### config.mk
export PLATFORM = sky130hd
export DESIGN_NAME = e2r_queue
export DESIGN_NICKNAME = d
export VERILOG_FILES = /design/src/design/e2r_pkg.sv /design/src/design/e2r_queue.sv
export SDC_FILE = /design/constraint.sdc
export NUM_CORES = 1
export LEC_CHECK = 0
export BUFFER_PORTS_ARGS = -buffer_cell sky130_fd_sc_hd__buf_2
export CAP_MARGIN = 20
export CORE_MARGIN = 3
export CORE_UTILIZATION = 35
export CTS_CLUSTER_SIZE = 14
export DETAILED_ROUTE_END_ITERATION = 7
export SYNTH_ARGS = -nofsm -noshare
export SYNTH_HDL_FRONTEND = slang
export SYNTH_SLANG_ARGS = --single-unit
### constraint.sdc
create_clock -name clk -period 3.9 [get_ports clk]
set_input_delay 0.78 -clock clk [delete_from_list [all_inputs] [get_ports clk]]
set_output_delay 0.78 -clock clk [all_outputs]
set_load 0.03 [all_outputs]
### src/design/e2r_pkg.sv
`timescale 1ns / 1ps
`default_nettype none
package e2r_pkg;

  // field widths
  localparam int ENTRY_W  = 16;
  localparam int NT_W     = 18;
  localparam int DET_W    = 33;
  localparam int LAMBDA_W = 18;

  // front arithmetic
  localparam int PROD_W      = 2 * ENTRY_W;
  localparam int SUM_W       = ENTRY_W + 1;
  localparam int SQR_W       = 2 * SUM_W;
  localparam int DISC_FULL_W = DET_W + 3;

  // square root: non-negative discriminant stays below 2^33
  localparam int DISC_W = 33;
  localparam int ROOT_W = (DISC_W + 1) / 2;
  localparam int RAD_W  = 2 * ROOT_W;
  localparam int REM_W  = ROOT_W + 2;

  // eigenvalue sums before halving
  localparam int LSUM_W = LAMBDA_W + 2;

  // decoupling queue
  localparam int QUEUE_DEPTH = 4;
  localparam int QPTR_W      = $clog2(QUEUE_DEPTH);

  localparam logic signed [LAMBDA_W-1:0] LAMBDA_MAX = {1'b0, {(LAMBDA_W-1){1'b1}}};
  localparam logic signed [LAMBDA_W-1:0] LAMBDA_MIN = {1'b1, {(LAMBDA_W-1){1'b0}}};

  typedef enum logic [1:0] {
    ROOTS_NONE = 2'd0,
    ROOTS_ONE  = 2'd1,
    ROOTS_TWO  = 2'd2
  } roots_t;

  typedef struct packed {
    logic signed [NT_W-1:0]  neg_trace;
    logic signed [DET_W-1:0] det_value;
    roots_t                  root_count;
  } side_t;

  typedef struct packed {
    side_t              side;
    logic [DISC_W-1:0]  disc;
  } item_t;

  typedef struct packed {
    logic [REM_W-1:0]  rem;
    logic [ROOT_W-1:0] root;
  } sq_t;

  // one restoring square root step: bring in two radicand bits, decide one root bit
  function automatic sq_t sqrt_step(input logic [REM_W-1:0] rem,
                                    input logic [ROOT_W-1:0] root,
                                    input logic [1:0] pair);
    logic [REM_W-1:0] acc;
    logic [REM_W-1:0] trial;
    sq_t              res;
    acc   = {rem[REM_W-3:0], pair};
    trial = {root, 2'b01};
    if (acc >= trial) begin
      res.rem  = acc - trial;
      res.root = {root[ROOT_W-2:0], 1'b1};
    end else begin
      res.rem  = acc;
      res.root = {root[ROOT_W-2:0], 1'b0};
    end
    return res;
  endfunction

  // clamp a halved sum to the eigenvalue range
  function automatic logic signed [LAMBDA_W-1:0] sat_lambda(input logic signed [LSUM_W-1:0] v);
    logic signed [LAMBDA_W-1:0] res;
    if (v > LSUM_W'(LAMBDA_MAX)) begin
      res = LAMBDA_MAX;
    end else if (v < LSUM_W'(LAMBDA_MIN)) begin
      res = LAMBDA_MIN;
    end else begin
      res = LAMBDA_W'(v);
    end
    return res;
  endfunction

endpackage
`default_nettype wire

### src/design/e2r_queue.sv
`timescale 1ns / 1ps
`default_nettype none
module e2r_queue (
  input  wire logic           clk,
  input  wire logic           rst_n,
  input  wire logic           push,
  input  wire e2r_pkg::item_t push_item,
  output logic                full,
  input  wire logic           pop,
  output logic                head_valid,
  output e2r_pkg::item_t      head_item
);

  logic [e2r_pkg::QPTR_W-1:0] wr_r;
  logic [e2r_pkg::QPTR_W-1:0] rd_r;
  logic [e2r_pkg::QPTR_W:0]   cnt_r;
  logic [e2r_pkg::QPTR_W:0]   cnt_nxt;
  e2r_pkg::item_t             slot_r [e2r_pkg::QUEUE_DEPTH];

  assign full       = cnt_r == (e2r_pkg::QPTR_W + 1)'(e2r_pkg::QUEUE_DEPTH);
  assign head_valid = cnt_r != '0;
  assign head_item  = slot_r[rd_r];

  always_comb begin
    cnt_nxt = cnt_r;
    if (push && !pop) begin
      cnt_nxt = cnt_r + 1'b1;
    end else if (pop && !push) begin
      cnt_nxt = cnt_r - 1'b1;
    end
  end

  always_ff @(posedge clk) begin
    if (!rst_n) begin
      wr_r  <= '0;
      rd_r  <= '0;
      cnt_r <= '0;
    end else begin
      cnt_r <= cnt_nxt;
      if (push) begin
        wr_r <= wr_r + 1'b1;
      end
      if (pop) begin
        rd_r <= rd_r + 1'b1;
      end
    end
  end

  always_ff @(posedge clk) begin
    if (push) begin
      slot_r[wr_r] <= push_item;
    end
  end

endmodule
`default_nettype wire

After elaboration in Yosys (flattened, before gate mapping)
Memory sizes are Yosys's and may differ from the RTL's. A register that Yosys moved wholly into a read port is not among the register bits. Index checks and enable logic that the tools add are counted.

Register bits after elaboration: 7. Memory bits (writable): 344. Word-level logic and storage cells: 21. Memories: 1.

Memories: slot_r (words 4, bits a word 86, read ports 1, clocked after memory_dff 1, wr ports 1, line e2r_queue.sv:18) `e2r_pkg::item_t slot_r [e2r_pkg::QUEUE_DEPTH];`.

Add/subtract/negate cells: 4. Equal/unequal tests: 1. Multiplexer cells: 6. Reduce and logical (&&, ||, !) cells: 6.

Operators by type and width (count): 2-to-1 mux 3 bit (2); adder 2 x 1 -> 2 bit (second input constant) (2); 2-to-1 mux 2 bit (2); adder 3 x 1 -> 3 bit (second input constant) (1); == test 3 bit (second input constant) (1); nonzero test 3 bit (1); subtractor 3 x 1 -> 3 bit (second input constant) (1); logical AND 1 bit (2); zero test 1 bit (2); 2-to-1 mux 1 bit (2); nonzero test 2 bit (1).

Logic depth before layout (Yosys ltp)
Word-level depth: 4. Depth in mapped cells: 7. Mapped depth without buffers: 7.

Least setup slack after synthesis
No wires, ideal clock.

Path kind: in2reg. Start point: input port push. End point: memory slot_r[0][0] (netlist bit) (enable). Library setup time: 0.454 ns. Data arrival time: 2.777 ns. Data required time: 3.446 ns. Setup slack: 0.669 ns. Cell stages on the path: 1. Path buffers: 0. Path through: and2_1.

Word-level cells in the longest chain between the ends: 2.

Ends and longest elaborated chain: start: declaration (line e2r_queue.sv:6) `input wire logic push,`; 2-to-1 mux 1 bit (line e2r_queue.sv:50) `if (push) begin`; 2-to-1 mux 1 bit (implied by the code) (line e2r_queue.sv:51) `slot_r[wr_r] <= push_item;`; end: declaration (line e2r_queue.sv:18).

Every way passes these cells.

==> flow_metrics.py <==
metrics = {
    "synthesis": {
        "syn_nets": 589,
        "syn_inst": 493,
        "ys_ff_latch": 353,
        "ys_warn_count": 0,
        "synth_seq_area_share_pct": 81.54,
        "yosysTopAreaCell": "edfxtp_1",
        "syn-cell-area_mm2": 0.01289,
        "synth.avg_cell_area_um2": 26.15,
        "synth_top_area_share_pct": 80.14,
        "synth_area_leaders": "edfxtp_1 80%, mux4_2 15%, dfxtp_1 1.4%",
        "yosys.cell_types.count": 20,
    },
    "place": {
        "hpwlAfterDp_um": 14530,
        "place_ws_ns": 1.261,
        "postPlaceCellArea_mm2": 0.01436,
        "dpl.cell_count": 1122,
        "gp_congestion": 0.6601,
        "numPortBuffers": 177,
    },
    "power_and_ir_drop": {
        "internal_power_mw": 6.912,
        "power.density_mw_per_mm2": 575.3,
        "p_sw_share_pct": 23.03,
        "netSwitchingPower_mw": 2.068,
        "p_comb_share_pct": 11.2,
        "clockPowerShare_pct": 39.5,
        "p_total_mw": 8.980,
        "cellLeakagePower_nw": 5.228,
        "p_seq_share_pct": 49.3,
        "irDropWorstVdd_uv": 411.9,
    },
    "cts": {
        "cts_buffers": 40,
        "cts.sinks": 353,
        "cts_buffer_depth": 3,
        "cts-htree-levels": 2,
        "clk_pin_slew_ns": 0.06,
        "ctsResizeCount": 0,
        "clk-insertion-delay-late_ns": 0.53,
        "cts-root-buf": "clkbuf_16",
        "postCtsSetupRepairBufs": 0,
        "cts_hold_buf": 0,
        "cts_tree": "built",
    },
    "timing": {
        "fin_crit_sh_pct": 79.51,
        "holdWs_ns": 0.4599,
        "setup_viol": 0,
        "hold_viol": 0,
        "tightest_slew_ns": 0.7553,
        "drv_slew": 0,
        "finClkSkew_ns": 0.01030,
        "tns_ns": 0,
        "fmax_mhz": 322.5,
        "period_minus_slack_ns": 3.101,
        "relSlewSlack_pct": 49.65,
        "rsz0062_at_grt": "no",
        "fin_ws_ns": 0.7992,
    },
    "route": {
        "wl_per_cell_um": 20.70,
        "drc_errors": 0,
        "route.vias.total": 5687,
        "drt-initial-drc-count": 240,
        "dr.pass1.iters": 4,
        "avgViaCountPerCell": 4.783,
        "ant_nets": 0,
        "wirelength_um": 24620,
    },
    "final_layout": {
        "final_cell_area_mm2": 0.01561,
        "layout-drive-gt1-share_pct": 45.60,
        "fin_nets": 799,
        "area_delta_synth_final_pct": 21.10,
        "antenna_cells": 0,
        "utilization_pct": 43.46,
        "final_cells": 1189,
    },
    "status": {
        "status": "finished, final reports clean",
    },
    "floorplan": {
        "die_h_um": 197.9,
        "start_util_pct": 35.89,
        "num_io_pins": 178,
        "coreArea_mm2": 0.03591,
        "die_w_um": 197.9,
        "placement_rows": 69,
        "die-area_mm2": 0.03917,
    },
    "critical_path": {
        "crit_required_ns": 3.12,
        "cp-end-kind": "output pin",
        "crit_slowest_cell": "dfxtp_4",
        "path_class": "flop to output pin",
        "worstPathMaxFanout": 28,
        "slowest_delay_ns": 0.67,
        "crit_chain": "buf_12 -> mux4_2 -> buf_2",
        "arrival_ns": 2.32,
        "start_kind": "flop",
    },
    "min_path": {
        "hold_path.class": "input port to flop",
    },
    "global_routing": {
        "grt_pass1_vias": 6093,
        "grt_pass1_wl_um": 37070,
        "grt-ovfl-total": 0,
        "track_usage_pct": 12.68,
        "antenna_found_initial": 3,
        "grt_max_degree": 54,
    },
    "flow_run": {
        "drv_cap": 0,
    },
}
-- flip-flops by register name, indices dropped and copies added (netlist names), named ones only --
name	flops
cnt_r	3
wr_r	2
rd_r	2
slot_r	344
-- layer usage --
| layer | track usage [%] | up-vias | share of wire [%] |
|---|---|---|---|
| met5 | 0 | - | 0.17 |
| met1 | 16.83 | 2939 | 43 |
| met4 | 4.744 | 6 | 2.4 |
| li1 | - | 2534 | - |
| met3 | 3.999 | 49 | 6.9 |
| met2 | 19.82 | 159 | 48 |
-- path summary, 6_finish.rpt --
| check | startpoint | endpoint | slack (ns) | cells after the start |
|---|---|---|---|---|
| worst max-delay path | flop | head_item[7] | 0.80 | 3 |
| worst min-delay path | push_item[72] | slot_r[3][72]$_DFFE_PP_ | 0.46 | 1 |
| worst max register to register | wr_r[1]$_SDFFE_PN0P_ | slot_r[1][1]$_DFFE_PP_ | 2.02 | 4 |
| worst min register to register | cnt_r[2]$_SDFFE_PN0P_ | cnt_r[2]$_SDFFE_PN0P_ | 0.50 | 2 |
-- synthesized netlist by cell type --
master    count
buf_6         1
edfxtp_1    344
o21ai_0       1
nor2b_1       2
mux4_2       86
a21boi_0      1
dfxtp_1       9
and2_1        9
xnor2_1       2
nor3b_1       1
xor2_1        3
or3_1         2
ha_1          5
fa_1          1
buf_12        5
buf_2        10
inv_1         4
nand2_1       1
clkbuf_1      4
mux2i_1       2
-- cell usage in the layout (no fill, tap or decap), types with 2 or more instances in the layout --
| master | Yosys | layout |
|---|---|---|
| buf_2 | 10 | 177 |
| mux2i_1 | 2 | 2 |
| dfxtp_4 | 0 | 2 |
| and2_4 | 0 | 4 |
| xor2_1 | 3 | 3 |
| inv_1 | 4 | 4 |
| and2_1 | 9 | 5 |
| or3_1 | 2 | 2 |
| clkbuf_1 | 4 | 9 |
| mux4_2 | 86 | 86 |
| nor2b_1 | 2 | 2 |
| clkbuf_16 | 0 | 41 |
| clkinv_1 | 0 | 6 |
| buf_4 | 0 | 4 |
| dfxtp_1 | 9 | 7 |
| ha_1 | 5 | 5 |
| clkinv_2 | 0 | 5 |
| bufinv_16 | 0 | 4 |
| xnor2_1 | 2 | 2 |
| buf_12 | 5 | 7 |
| edfxtp_1 | 344 | 344 |
-- power by group through the flow --
stage / combinational [mW] / sequential [mW] / clock [mW]
6_report: 1.00 / 4.43 / 3.55
4_1_cts: 1.03 / 4.43 / 3.67
5_1_grt: 1.08 / 4.44 / 3.83
3_5_place_dp: 1.03 / 4.51 / 0
2_1_floorplan: 0.721 / 4.48 / 0
3_3_place_gp: 1.02 / 4.50 / 0
-- worst max-delay path: cells and delay by family, from the launching register on --
family / cells / cell delay, ns
buffers and inverters: 2 / 0.53
muxes: 1 / 0.59
DFF: 1 / 0.67
-- final cells by class --
| class | instances | area, um2 |
|---|---|---|
| inverter | 4 | 15.01 |
| sequential | 353 | 10520 |
| tap | 461 | 576.8 |
| multi-input combinational | 116 | 2198 |
| timing repair buffer | 188 | 1056 |
| clock inverter | 17 | 186.4 |
| fill | 3102 | 20300 |
| clock buffer | 50 | 1060 |
-- cells by family (layout without fill, tap and decap cells) --
kind of cell               after synthesis  in the layout  share of synthesized area (%)
AOI/OAI and AO/OA                        2              2                        0.09705
xor gates and xnor gates                 5              5                         0.3398
adders and majority gates                6              6                         0.6407
buffers and inverters                   24            259                          1.485
DFF                                    353            353                          81.54
muxes                                   88             88                          15.18
and+or+nand+nor                         15             15                         0.7182
(Power assumes the default switching activity.)
