==> src/design/e2r_pkg.sv <==
`timescale 1ns / 1ps
`default_nettype none
package e2r_pkg;

  // field widths
  localparam int ENTRY_W  = 16;
  localparam int NT_W     = 18;
  localparam int DET_W    = 33;
  localparam int LAMBDA_W = 18;

  // front arithmetic
  localparam int PROD_W      = 2 * ENTRY_W;
  localparam int SUM_W       = ENTRY_W + 1;
  localparam int SQR_W       = 2 * SUM_W;
  localparam int DISC_FULL_W = DET_W + 3;

  // square root: non-negative discriminant stays below 2^33
  localparam int DISC_W = 33;
  localparam int ROOT_W = (DISC_W + 1) / 2;
  localparam int RAD_W  = 2 * ROOT_W;
  localparam int REM_W  = ROOT_W + 2;

  // eigenvalue sums before halving
  localparam int LSUM_W = LAMBDA_W + 2;

  // decoupling queue
  localparam int QUEUE_DEPTH = 4;
  localparam int QPTR_W      = $clog2(QUEUE_DEPTH);

  localparam logic signed [LAMBDA_W-1:0] LAMBDA_MAX = {1'b0, {(LAMBDA_W-1){1'b1}}};
  localparam logic signed [LAMBDA_W-1:0] LAMBDA_MIN = {1'b1, {(LAMBDA_W-1){1'b0}}};

  typedef enum logic [1:0] {
    ROOTS_NONE = 2'd0,
    ROOTS_ONE  = 2'd1,
    ROOTS_TWO  = 2'd2
  } roots_t;

  typedef struct packed {
    logic signed [NT_W-1:0]  neg_trace;
    logic signed [DET_W-1:0] det_value;
    roots_t                  root_count;
  } side_t;

  typedef struct packed {
    side_t              side;
    logic [DISC_W-1:0]  disc;
  } item_t;

  typedef struct packed {
    logic [REM_W-1:0]  rem;
    logic [ROOT_W-1:0] root;
  } sq_t;

  // one restoring square root step: bring in two radicand bits, decide one root bit
  function automatic sq_t sqrt_step(input logic [REM_W-1:0] rem,
                                    input logic [ROOT_W-1:0] root,
                                    input logic [1:0] pair);
    logic [REM_W-1:0] acc;
    logic [REM_W-1:0] trial;
    sq_t              res;
    acc   = {rem[REM_W-3:0], pair};
    trial = {root, 2'b01};
    if (acc >= trial) begin
      res.rem  = acc - trial;
      res.root = {root[ROOT_W-2:0], 1'b1};
    end else begin
      res.rem  = acc;
      res.root = {root[ROOT_W-2:0], 1'b0};
    end
    return res;
  endfunction

  // clamp a halved sum to the eigenvalue range
  function automatic logic signed [LAMBDA_W-1:0] sat_lambda(input logic signed [LSUM_W-1:0] v);
    logic signed [LAMBDA_W-1:0] res;
    if (v > LSUM_W'(LAMBDA_MAX)) begin
      res = LAMBDA_MAX;
    end else if (v < LSUM_W'(LAMBDA_MIN)) begin
      res = LAMBDA_MIN;
    end else begin
      res = LAMBDA_W'(v);
    end
    return res;
  endfunction

endpackage
`default_nettype wire

==> src/design/e2r_isqrt.sv <==
`timescale 1ns / 1ps
`default_nettype none
module e2r_isqrt (
  input  wire logic                          clk,
  input  wire logic                          rst_n,
  input  wire logic                          en,
  input  wire logic                          in_valid,
  input  wire e2r_pkg::item_t                in_item,
  output logic                               out_valid,
  output e2r_pkg::side_t                     out_side,
  output logic [e2r_pkg::ROOT_W-1:0]         out_root
);

  localparam int NSTAGE = e2r_pkg::ROOT_W;

  logic                        vld_r  [NSTAGE];
  e2r_pkg::sq_t                sq_r   [NSTAGE];
  logic [e2r_pkg::RAD_W-1:0]   rad_r  [NSTAGE];
  e2r_pkg::side_t              side_r [NSTAGE];

  // one root bit per stage, most significant first
  for (genvar k = 0; k < NSTAGE; k++) begin : g_stage
    logic                          vld_in;
    logic [e2r_pkg::REM_W-1:0]     rem_in;
    logic [e2r_pkg::ROOT_W-1:0]    root_in;
    logic [e2r_pkg::RAD_W-1:0]     rad_in;
    e2r_pkg::side_t                side_in;
    e2r_pkg::sq_t                  sq_nxt;

    if (k == 0) begin : g_first
      assign vld_in  = in_valid;
      assign rem_in  = '0;
      assign root_in = '0;
      assign rad_in  = e2r_pkg::RAD_W'(in_item.disc);
      assign side_in = in_item.side;
    end else begin : g_next
      assign vld_in  = vld_r[k-1];
      assign rem_in  = sq_r[k-1].rem;
      assign root_in = sq_r[k-1].root;
      assign rad_in  = rad_r[k-1];
      assign side_in = side_r[k-1];
    end

    assign sq_nxt = e2r_pkg::sqrt_step(rem_in, root_in, rad_in[e2r_pkg::RAD_W-1-2*k -: 2]);

    always_ff @(posedge clk) begin
      if (!rst_n) begin
        vld_r[k] <= 1'b0;
      end else if (en) begin
        vld_r[k] <= vld_in;
      end
    end

    always_ff @(posedge clk) begin
      if (en) begin
        sq_r[k]   <= sq_nxt;
        rad_r[k]  <= rad_in;
        side_r[k] <= side_in;
      end
    end
  end

  assign out_valid = vld_r[NSTAGE-1];
  assign out_side  = side_r[NSTAGE-1];
  assign out_root  = sq_r[NSTAGE-1].root;

endmodule
`default_nettype wire

==> src/design/e2r_back.sv <==
`timescale 1ns / 1ps
`default_nettype none
module e2r_back (
  input  wire logic                                clk,
  input  wire logic                                rst_n,
  input  wire logic                                q_valid,
  input  wire e2r_pkg::item_t                      q_item,
  output logic                                     q_pop,
  output logic                                     out_valid,
  input  wire logic                                out_stall,
  output logic signed [e2r_pkg::NT_W-1:0]          out_neg_trace,
  output logic signed [e2r_pkg::DET_W-1:0]         out_det_value,
  output logic [1:0]                               out_root_count,
  output logic signed [e2r_pkg::LAMBDA_W-1:0]      out_lambda_high,
  output logic signed [e2r_pkg::LAMBDA_W-1:0]      out_lambda_low
);

  logic                                  en;
  logic                                  sq_valid;
  e2r_pkg::side_t                        sq_side;
  logic [e2r_pkg::ROOT_W-1:0]            sq_root;

  logic signed [e2r_pkg::LSUM_W-1:0]     nb;
  logic signed [e2r_pkg::LSUM_W-1:0]     sroot;
  logic signed [e2r_pkg::LSUM_W-1:0]     hi_sum;
  logic signed [e2r_pkg::LSUM_W-1:0]     lo_sum;
  logic signed [e2r_pkg::LAMBDA_W-1:0]   hi_nxt;
  logic signed [e2r_pkg::LAMBDA_W-1:0]   lo_nxt;

  logic                                  out_valid_r;
  logic signed [e2r_pkg::NT_W-1:0]       nt_r;
  logic signed [e2r_pkg::DET_W-1:0]      det_r;
  logic [1:0]                            cnt_r;
  logic signed [e2r_pkg::LAMBDA_W-1:0]   hi_r;
  logic signed [e2r_pkg::LAMBDA_W-1:0]   lo_r;

  // whole back pipe moves unless the output register is held
  assign en    = !out_valid_r || !out_stall;
  assign q_pop = en && q_valid;

  e2r_isqrt u_isqrt (
    .clk       (clk),
    .rst_n     (rst_n),
    .en        (en),
    .in_valid  (q_valid),
    .in_item   (q_item),
    .out_valid (sq_valid),
    .out_side  (sq_side),
    .out_root  (sq_root)
  );

  always_comb begin
    nb     = -e2r_pkg::LSUM_W'(sq_side.neg_trace);
    sroot  = $signed({{(e2r_pkg::LSUM_W-e2r_pkg::ROOT_W){1'b0}}, sq_root});
    hi_sum = nb + sroot;
    lo_sum = nb - sroot;
    hi_nxt = '0;
    lo_nxt = '0;
    case (sq_side.root_count)
      e2r_pkg::ROOTS_TWO: begin
        hi_nxt = e2r_pkg::sat_lambda(hi_sum >>> 1);
        lo_nxt = e2r_pkg::sat_lambda(lo_sum >>> 1);
      end
      e2r_pkg::ROOTS_ONE: begin
        hi_nxt = e2r_pkg::sat_lambda(nb >>> 1);
      end
      default: begin
        hi_nxt = '0;
        lo_nxt = '0;
      end
    endcase
  end

  always_ff @(posedge clk) begin
    if (!rst_n) begin
      out_valid_r <= 1'b0;
    end else if (en) begin
      out_valid_r <= sq_valid;
    end
  end

  always_ff @(posedge clk) begin
    if (en) begin
      nt_r  <= sq_side.neg_trace;
      det_r <= sq_side.det_value;
      cnt_r <= sq_side.root_count;
      hi_r  <= hi_nxt;
      lo_r  <= lo_nxt;
    end
  end

  assign out_valid       = out_valid_r;
  assign out_neg_trace   = nt_r;
  assign out_det_value   = det_r;
  assign out_root_count  = cnt_r;
  assign out_lambda_high = hi_r;
  assign out_lambda_low  = lo_r;

endmodule
`default_nettype wire
==> config.mk <==
export PLATFORM = sky130hd
export DESIGN_NAME = e2r_back
export DESIGN_NICKNAME = d
export VERILOG_FILES = /design/src/design/e2r_pkg.sv /design/src/design/e2r_isqrt.sv /design/src/design/e2r_back.sv
export SDC_FILE = /design/constraint.sdc
export NUM_CORES = 2
export LEC_CHECK = 0
export ABC_AREA = 1
export BUFFER_PORTS_ARGS = -buffer_cell sky130_fd_sc_hd__buf_4
export CORE_ASPECT_RATIO = 0.8
export CORE_MARGIN = 2
export CORE_UTILIZATION = 52
export CTS_CLUSTER_DIAMETER = 80
export DETAILED_ROUTE_END_ITERATION = 10
export PLACE_DENSITY_LB_ADDON = 0.15
export SYNTH_ARGS = -nofsm -noshare
export SYNTH_HDL_FRONTEND = slang
export SYNTH_SLANG_ARGS = --single-unit
==> constraint.sdc <==
create_clock -name clk -period 153.2 [get_ports clk]
set_input_delay 30.64 -clock clk [delete_from_list [all_inputs] [get_ports clk]]
set_output_delay 30.64 -clock clk [all_outputs]
set_load 0.005 [all_outputs]
==> Word level (Yosys, flattened, before mapping) <==
Memories as Yosys holds them, arrays and structs flattened. A register that Yosys moved wholly into a read port is not among the register bits.
Cells that the tools add are included.
{ "word_totals": {"register_bits": 89, "latchBits": 0, "ramBits": 2108, "mem_bits_ro": 0, "inputBits": 90, "out_inout_bits": 91, "memories": 4} }
{ "memory_table": {"columns": ["name", "depth", "width", "read_ports", "rd_clocked_by_memory_dff", "wr", "line_no", "text"], "rows": [
  ["u_isqrt.side_r", 17, 53, 17, 0, 17, "e2r_isqrt.sv:19", "e2r_pkg::side_t side_r [NSTAGE];"],
  ["u_isqrt.sq_r", 17, 36, 17, 0, 17, "e2r_isqrt.sv:17", "e2r_pkg::sq_t sq_r [NSTAGE];"],
  ["u_isqrt.rad_r", 17, 34, 16, 0, 17, "e2r_isqrt.sv:18", "logic [e2r_pkg::RAD_W-1:0] rad_r [NSTAGE];"],
  ["u_isqrt.vld_r", 17, 1, 17, 1, 17, "e2r_isqrt.sv:16", "logic vld_r [NSTAGE];"]
]} }
{ "op_classes": {"addsub": 20, "multipliers": 0, "div": 0, "magnitude_cmp": 23, "n_eq_ne": 2, "shift": 0, "muxes": 46, "n_bitwise": 18, "reduce_logical": 6} }
{ "ops": {"columns": ["op", "count"], "rows": [
  ["two-way mux 36 bit", 17],
  ["greater-or-equal comparator 19 bit", 16],
  ["subtractor 19 bit", 16],
  ["two-way mux 18 bit", 5],
  ["> comparator 19 x 18 -> 1 bit, second input constant", 3],
  ["< comparator 19 x 18 -> 1 bit, second input constant", 3],
  ["case mux 18 bit (2 select lines)", 1],
  ["two-way mux 1 bit", 22],
  ["adder 20 x 18 -> 20 bit", 1],
  ["negation 18 -> 20 bit", 1],
  ["subtractor 20 x 18 -> 20 bit", 1],
  ["two-way mux 17 bit", 1],
  ["OR 1 bit", 17],
  ["logical NOT 1 bit", 3],
  ["equality test 2 x 1 -> 1 bit, second input constant", 1],
  ["equality test 2 bit, second input constant", 1],
  ["OR reduction 2 bit", 1],
  ["subtractor 1 x 1 -> 2 bit, second input constant", 1],
  ["greater-or-equal comparator 1 bit, second input constant", 1],
  ["logical AND 1 bit", 1],
  ["logical OR 1 bit", 1],
  ["inverter 1 bit", 1]
]} }

==> Longest topological paths before layout <==
An unclocked memory read counts as a cell.
{ "depth": {"depth_word": 7, "depth_mapped": 25, "mapped_depth_nobuf": 24} }

==> Hierarchy <==
From an unflattened synthesis, not the netlist that was laid out.
{ "unflattened": {"hier_cells": 5418, "hier_area_um2": 69120.0} }
{ "modules_own_cells": {"columns": ["mod", "instances", "cells_each", "area_each_um2"], "rows": [
  ["e2r_isqrt", 1, 4739, 63101.8],
  ["e2r_back", 1, 679, 6018.3]
]} }

==> Worst setup path before layout <==
No wires, ideal clock.
{ "synth_timing": {"path_kind": "input -> output", "from": "input out_stall", "to": "output q_pop", "arrival_time_ps": 68780, "required_time_ps": 122560, "slack_ps": 53780, "cell_stages": 3, "path_buffers": 0, "path_cell_list": "nand2_1 > inv_1 > nor2_1"} }
{ "synth_via": {"elab_chain_cells": 3} }
{ "synth_lines": {"columns": ["item", "line_no", "text"], "rows": [
  ["from (decl)", "e2r_back.sv:10", "input wire logic out_stall,"],
  ["logical NOT 1 bit", "e2r_back.sv:38", "assign en = !out_valid_r || !out_stall;"],
  ["logical OR 1 bit", "e2r_back.sv:38", null],
  ["logical AND 1 bit", "e2r_back.sv:39", "assign q_pop = en && q_valid;"],
  ["to (decl)", "e2r_back.sv:8", "output logic q_pop,"]
]} }
No other way between the ends.

==> Worst setup path in the final report <==
Same ends and word-level chain as after synthesis.

==> out/summary.json <==
{
  "totalPowerFinal": {"value": 1.11, "unit": "mW"},
  "slowest_stage": {"value": "nand2_4"},
  "grt_antenna_before_repair": {"value": 0},
  "post_drt_wl_per_cell": {"value": 15.5, "unit": "um"},
  "cts.clk_slew.worst_paths": {"value": 0.06, "unit": "ns"},
  "layout.cells.most_common": {"value": "edfxtp_1"},
  "h-tree-depth": {"value": 4},
  "placement.cell_area": {"value": 68000, "unit": "um2"},
  "yosysWarningCount": {"value": 0},
  "cp_cell_sequence": {"value": "buf_4 > nand2_4 > inv_1 > nor2_1 > buf_4"},
  "cap_violations": {"value": 0},
  "ys_async_sr_fraction": {"value": 0, "unit": "%"},
  "fillers": {"value": 9433},
  "via_count_of_the_first_global_routing_pass": {"value": 30302},
  "fin_cells": {"value": 6283},
  "total_inserted_antenna_cells": {"value": 0},
  "initial_utilization": {"value": 52.5, "unit": "%"},
  "rsz0062_at_grt": {"value": "no"},
  "die_area": {"value": 127000, "unit": "um2"},
  "crit_path_end_kind": {"value": "primary output"},
  "hold_path_class": {"value": "reg2reg"},
  "stages_on_the_worst_setup_path": {"value": 5},
  "layout-area-overhead-vs-synth": {"value": 13.2, "unit": "%"},
  "crit_path_max_fanout": {"value": 66},
  "worst_skew_pair.late_latency": {"value": 0.77, "unit": "ns"},
  "cts.sinks": {"value": 1683},
  "finalSetupViolCount": {"value": 0},
  "fp.dieW": {"value": 398, "unit": "um"},
  "critPathLaunchType": {"value": "primary input"},
  "cell_area_after_layout": {"value": 73100, "unit": "um2"},
  "cpPeakStageDelay": {"value": 0.61, "unit": "ns"},
  "finalNetCount": {"value": 4816},
  "cp.arrival": {"value": 31.82, "unit": "ns"},
  "worstPathBufferInverterCount": {"value": 3},
  "route.detailed.vias_per_inst": {"value": 4.99},
  "totalWireLength": {"value": 97200, "unit": "um"},
  "static-leakage-power": {"value": 29.5, "unit": "nW"},
  "wire_length_of_the_first_global_routing_pass": {"value": 157000, "unit": "um"},
  "worst_ep_required_time": {"value": 122.56, "unit": "ns"},
  "grt_max_degree": {"value": 206},
  "dp_slack": {"value": 90.69, "unit": "ns"},
  "number_of_buffers_created_by_cts": {"value": 160},
  "dp_hpwl": {"value": 62800, "unit": "um"},
  "worstRegToRegCells": {"value": 5},
  "placed_cells_incl_taps": {"value": 5994},
  "cts-root-buf": {"value": "clkbuf_16"},
  "syn_area_per_cell": {"value": 15.4, "unit": "um2"},
  "ys_dominant_reg_cell": {"value": "edfxtp_1"},
  "first_pass_iters": {"value": 5},
  "ir_drop": {"value": 12.2, "unit": "uV"},
  "cts_tree": {"value": "done"},
  "whs": {"value": 0.406, "unit": "ns"},
  "synth_edf_count": {"value": 1681},
  "finalWorstPathRequiredPeriod": {"value": 62.46, "unit": "ns"},
  "status": {"value": "complete, no violations"},
  "critPathKind": {"value": "in2out"},
  "ports": {"value": 181},
  "design.core.area": {"value": 123000, "unit": "um2"},
  "vias": {"value": 31339},
  "die_h": {"value": 319, "unit": "um"},
  "place.gp.congestion": {"value": 0.872},
  "worst_clock_skew": {"value": 0.0248, "unit": "ns"},
  "mappedNetlistArea": {"value": 64600, "unit": "um2"},
  "max_slew.worst_pin.slew": {"value": 1.16, "unit": "ns"},
  "layout.core_utilization": {"value": 59.4, "unit": "%"},
  "post_route_cells_drive_above_1_share": {"value": 10.6, "unit": "%"},
  "finalMaxSlewViolations": {"value": 0},
  "clk_path_buf_depth": {"value": 3},
  "layout.cells.most_common_list": {"value": "edfxtp_1, nand2_1, inv_1, nor2_1, a21oi_1"},
  "hold_depth": {"value": 0},
  "number_of_buffers_added_on_ports": {"value": 180},
  "finalHoldViolCount": {"value": 0},
  "postRouteAntennaNets": {"value": 0},
  "grt-ovfl-total": {"value": 0},
  "fp-row-count": {"value": 115},
  "synthesis.instances": {"value": 4201},
  "final.setup.tns": {"value": 0, "unit": "ns"},
  "grt_util_all_layers": {"value": 15.4, "unit": "%"},
  "path_common_cell": {"value": "buf_4"},
  "yosys_register_bits": {"value": 1683},
  "post-route-period-util": {"value": 40.8, "unit": "%"},
  "power_density": {"value": 15.1, "unit": "nW/um2"},
  "timing.slew.headroom": {"value": 22.1, "unit": "%"},
  "setup_slack": {"value": 90.74, "unit": "ns"},
  "drtIter0Drc": {"value": 2222},
  "synth-seq-area-share": {"value": 78.2, "unit": "%"},
  "syn_nets": {"value": 4499},
  "postCtsSetupBuffers": {"value": 0},
  "ctsResizeCount": {"value": 0},
  "worst_path_dominant_cell_family": {"value": "simple AND/OR/NAND/NOR gates"},
  "ff_latch_area": {"value": 50500, "unit": "um2"},
  "multi_input_area": {"value": 12100, "unit": "um2"},
  "fmaxAchievable": {"value": 16.0, "unit": "MHz"},
  "ctsHoldBuffers": {"value": 0},
  "synthDistinctLibCells": {"value": 62},
  "route.detailed.drc": {"value": 0}
}
worst register-to-register path, cell delays in order, from the launching register on:
cell and delay [ns]:
dfxtp_1 0.34, nand2_4 0.63, buf_12 0.66, buf_4 1.11
buf_4 0.79, buf_12 0.73
state kept, by name (all words and copies together), names as in the netlist:
register and cells:
u_isqrt.sq_r 400, out_root_count 2, out_valid 1, out_lambda_low 18
out_det_value 33, u_isqrt.side_r 901, u_isqrt.rad_r 275, out_lambda_high 18
out_neg_trace 18, u_isqrt.vld_r 17
synth_stat cells (3+ instances only):
| master | number | share of area, % |
|---|---|---|
| buf_4 | 3 | 0.035 |
| nand4_1 | 35 | 0.34 |
| a21o_1 | 5 | 0.058 |
| nand2_1 | 494 | 2.9 |
| nor2_1 | 309 | 1.8 |
| o21bai_1 | 20 | 0.23 |
| buf_2 | 22 | 0.17 |
| nand3_2 | 13 | 0.20 |
| clkbuf_1 | 11 | 0.064 |
| nand2_2 | 6 | 0.058 |
| edfxtp_1 | 1681 | 78 |
| a31oi_1 | 15 | 0.15 |
| a21boi_0 | 7 | 0.081 |
| o21a_1 | 8 | 0.093 |
| o211ai_1 | 4 | 0.046 |
| xnor2_1 | 81 | 1.1 |
| or2_2 | 6 | 0.058 |
| o31ai_1 | 8 | 0.093 |
| and2_1 | 7 | 0.068 |
| a211oi_1 | 15 | 0.17 |
| inv_2 | 5 | 0.029 |
| ha_1 | 206 | 4.0 |
| xor2_1 | 155 | 2.1 |
| nand3_1 | 108 | 0.84 |
| o21ai_1 | 13 | 0.10 |
| buf_6 | 4 | 0.070 |
| inv_1 | 461 | 2.7 |
| nand2_4 | 5 | 0.087 |
| o2111ai_1 | 5 | 0.068 |
| a21oi_1 | 222 | 1.7 |
| o21ai_2 | 12 | 0.16 |
| nand3b_1 | 5 | 0.058 |
| nor2_2 | 10 | 0.097 |
| nor3_1 | 41 | 0.32 |
| nor4_1 | 19 | 0.18 |
| o21ai_0 | 144 | 1.1 |
final cells by class:
type | instances | area share (%)
Clock inverter | 95 | 1.29
Clock buffer | 194 | 5.72
Tap cell | 1638 | 2.80
Sequential cell | 1683 | 69.1
Multi-Input combinational cell | 2007 | 16.5
Inverter | 468 | 2.41
Timing Repair Buffer | 198 | 2.14
power by group:
part	internal [mW]	total, mW	switching (mW)	leakage [nW]
clock network	0.216	0.381	0.165	2.50
logic	0.0535	0.133	0.0794	9.41
registers	0.566	0.592	0.0266	17.6
cells by family (layout without fill, tap and decap cells):
family          Yosys count  count (layout)  synth area share (%)
simple gates           1074            1074                  7.20
fa+ha+maj               208             208                  4.05
xor+xnor                236             236                  3.20
compound gates          488             488                  4.23
other cells               1               1               0.00581
buf+inv                 511             955                  3.11
flops                  1683            1683                  78.2
final timing paths:
path                                from                     to  slack (ns)
setup / recovery               out_stall                  q_pop       90.74
hold / removal    u_isqrt.side_r[0][184]  u_isqrt.side_r[1][25]        0.41
setup reg to reg               out_valid   u_isqrt.rad_r[0][62]      148.39
hold reg to reg   u_isqrt.side_r[0][184]  u_isqrt.side_r[1][25]        0.41
per-layer routing:
metal	track usage, %	routed length, um	vias up
li1	-	-	15699
met2	23.4	43900	606
met3	3.05	4480	164
met4	5.29	2190	0
met5	0	0	-
met1	22.4	46600	14870
Power figures use the tool's default switching activity.
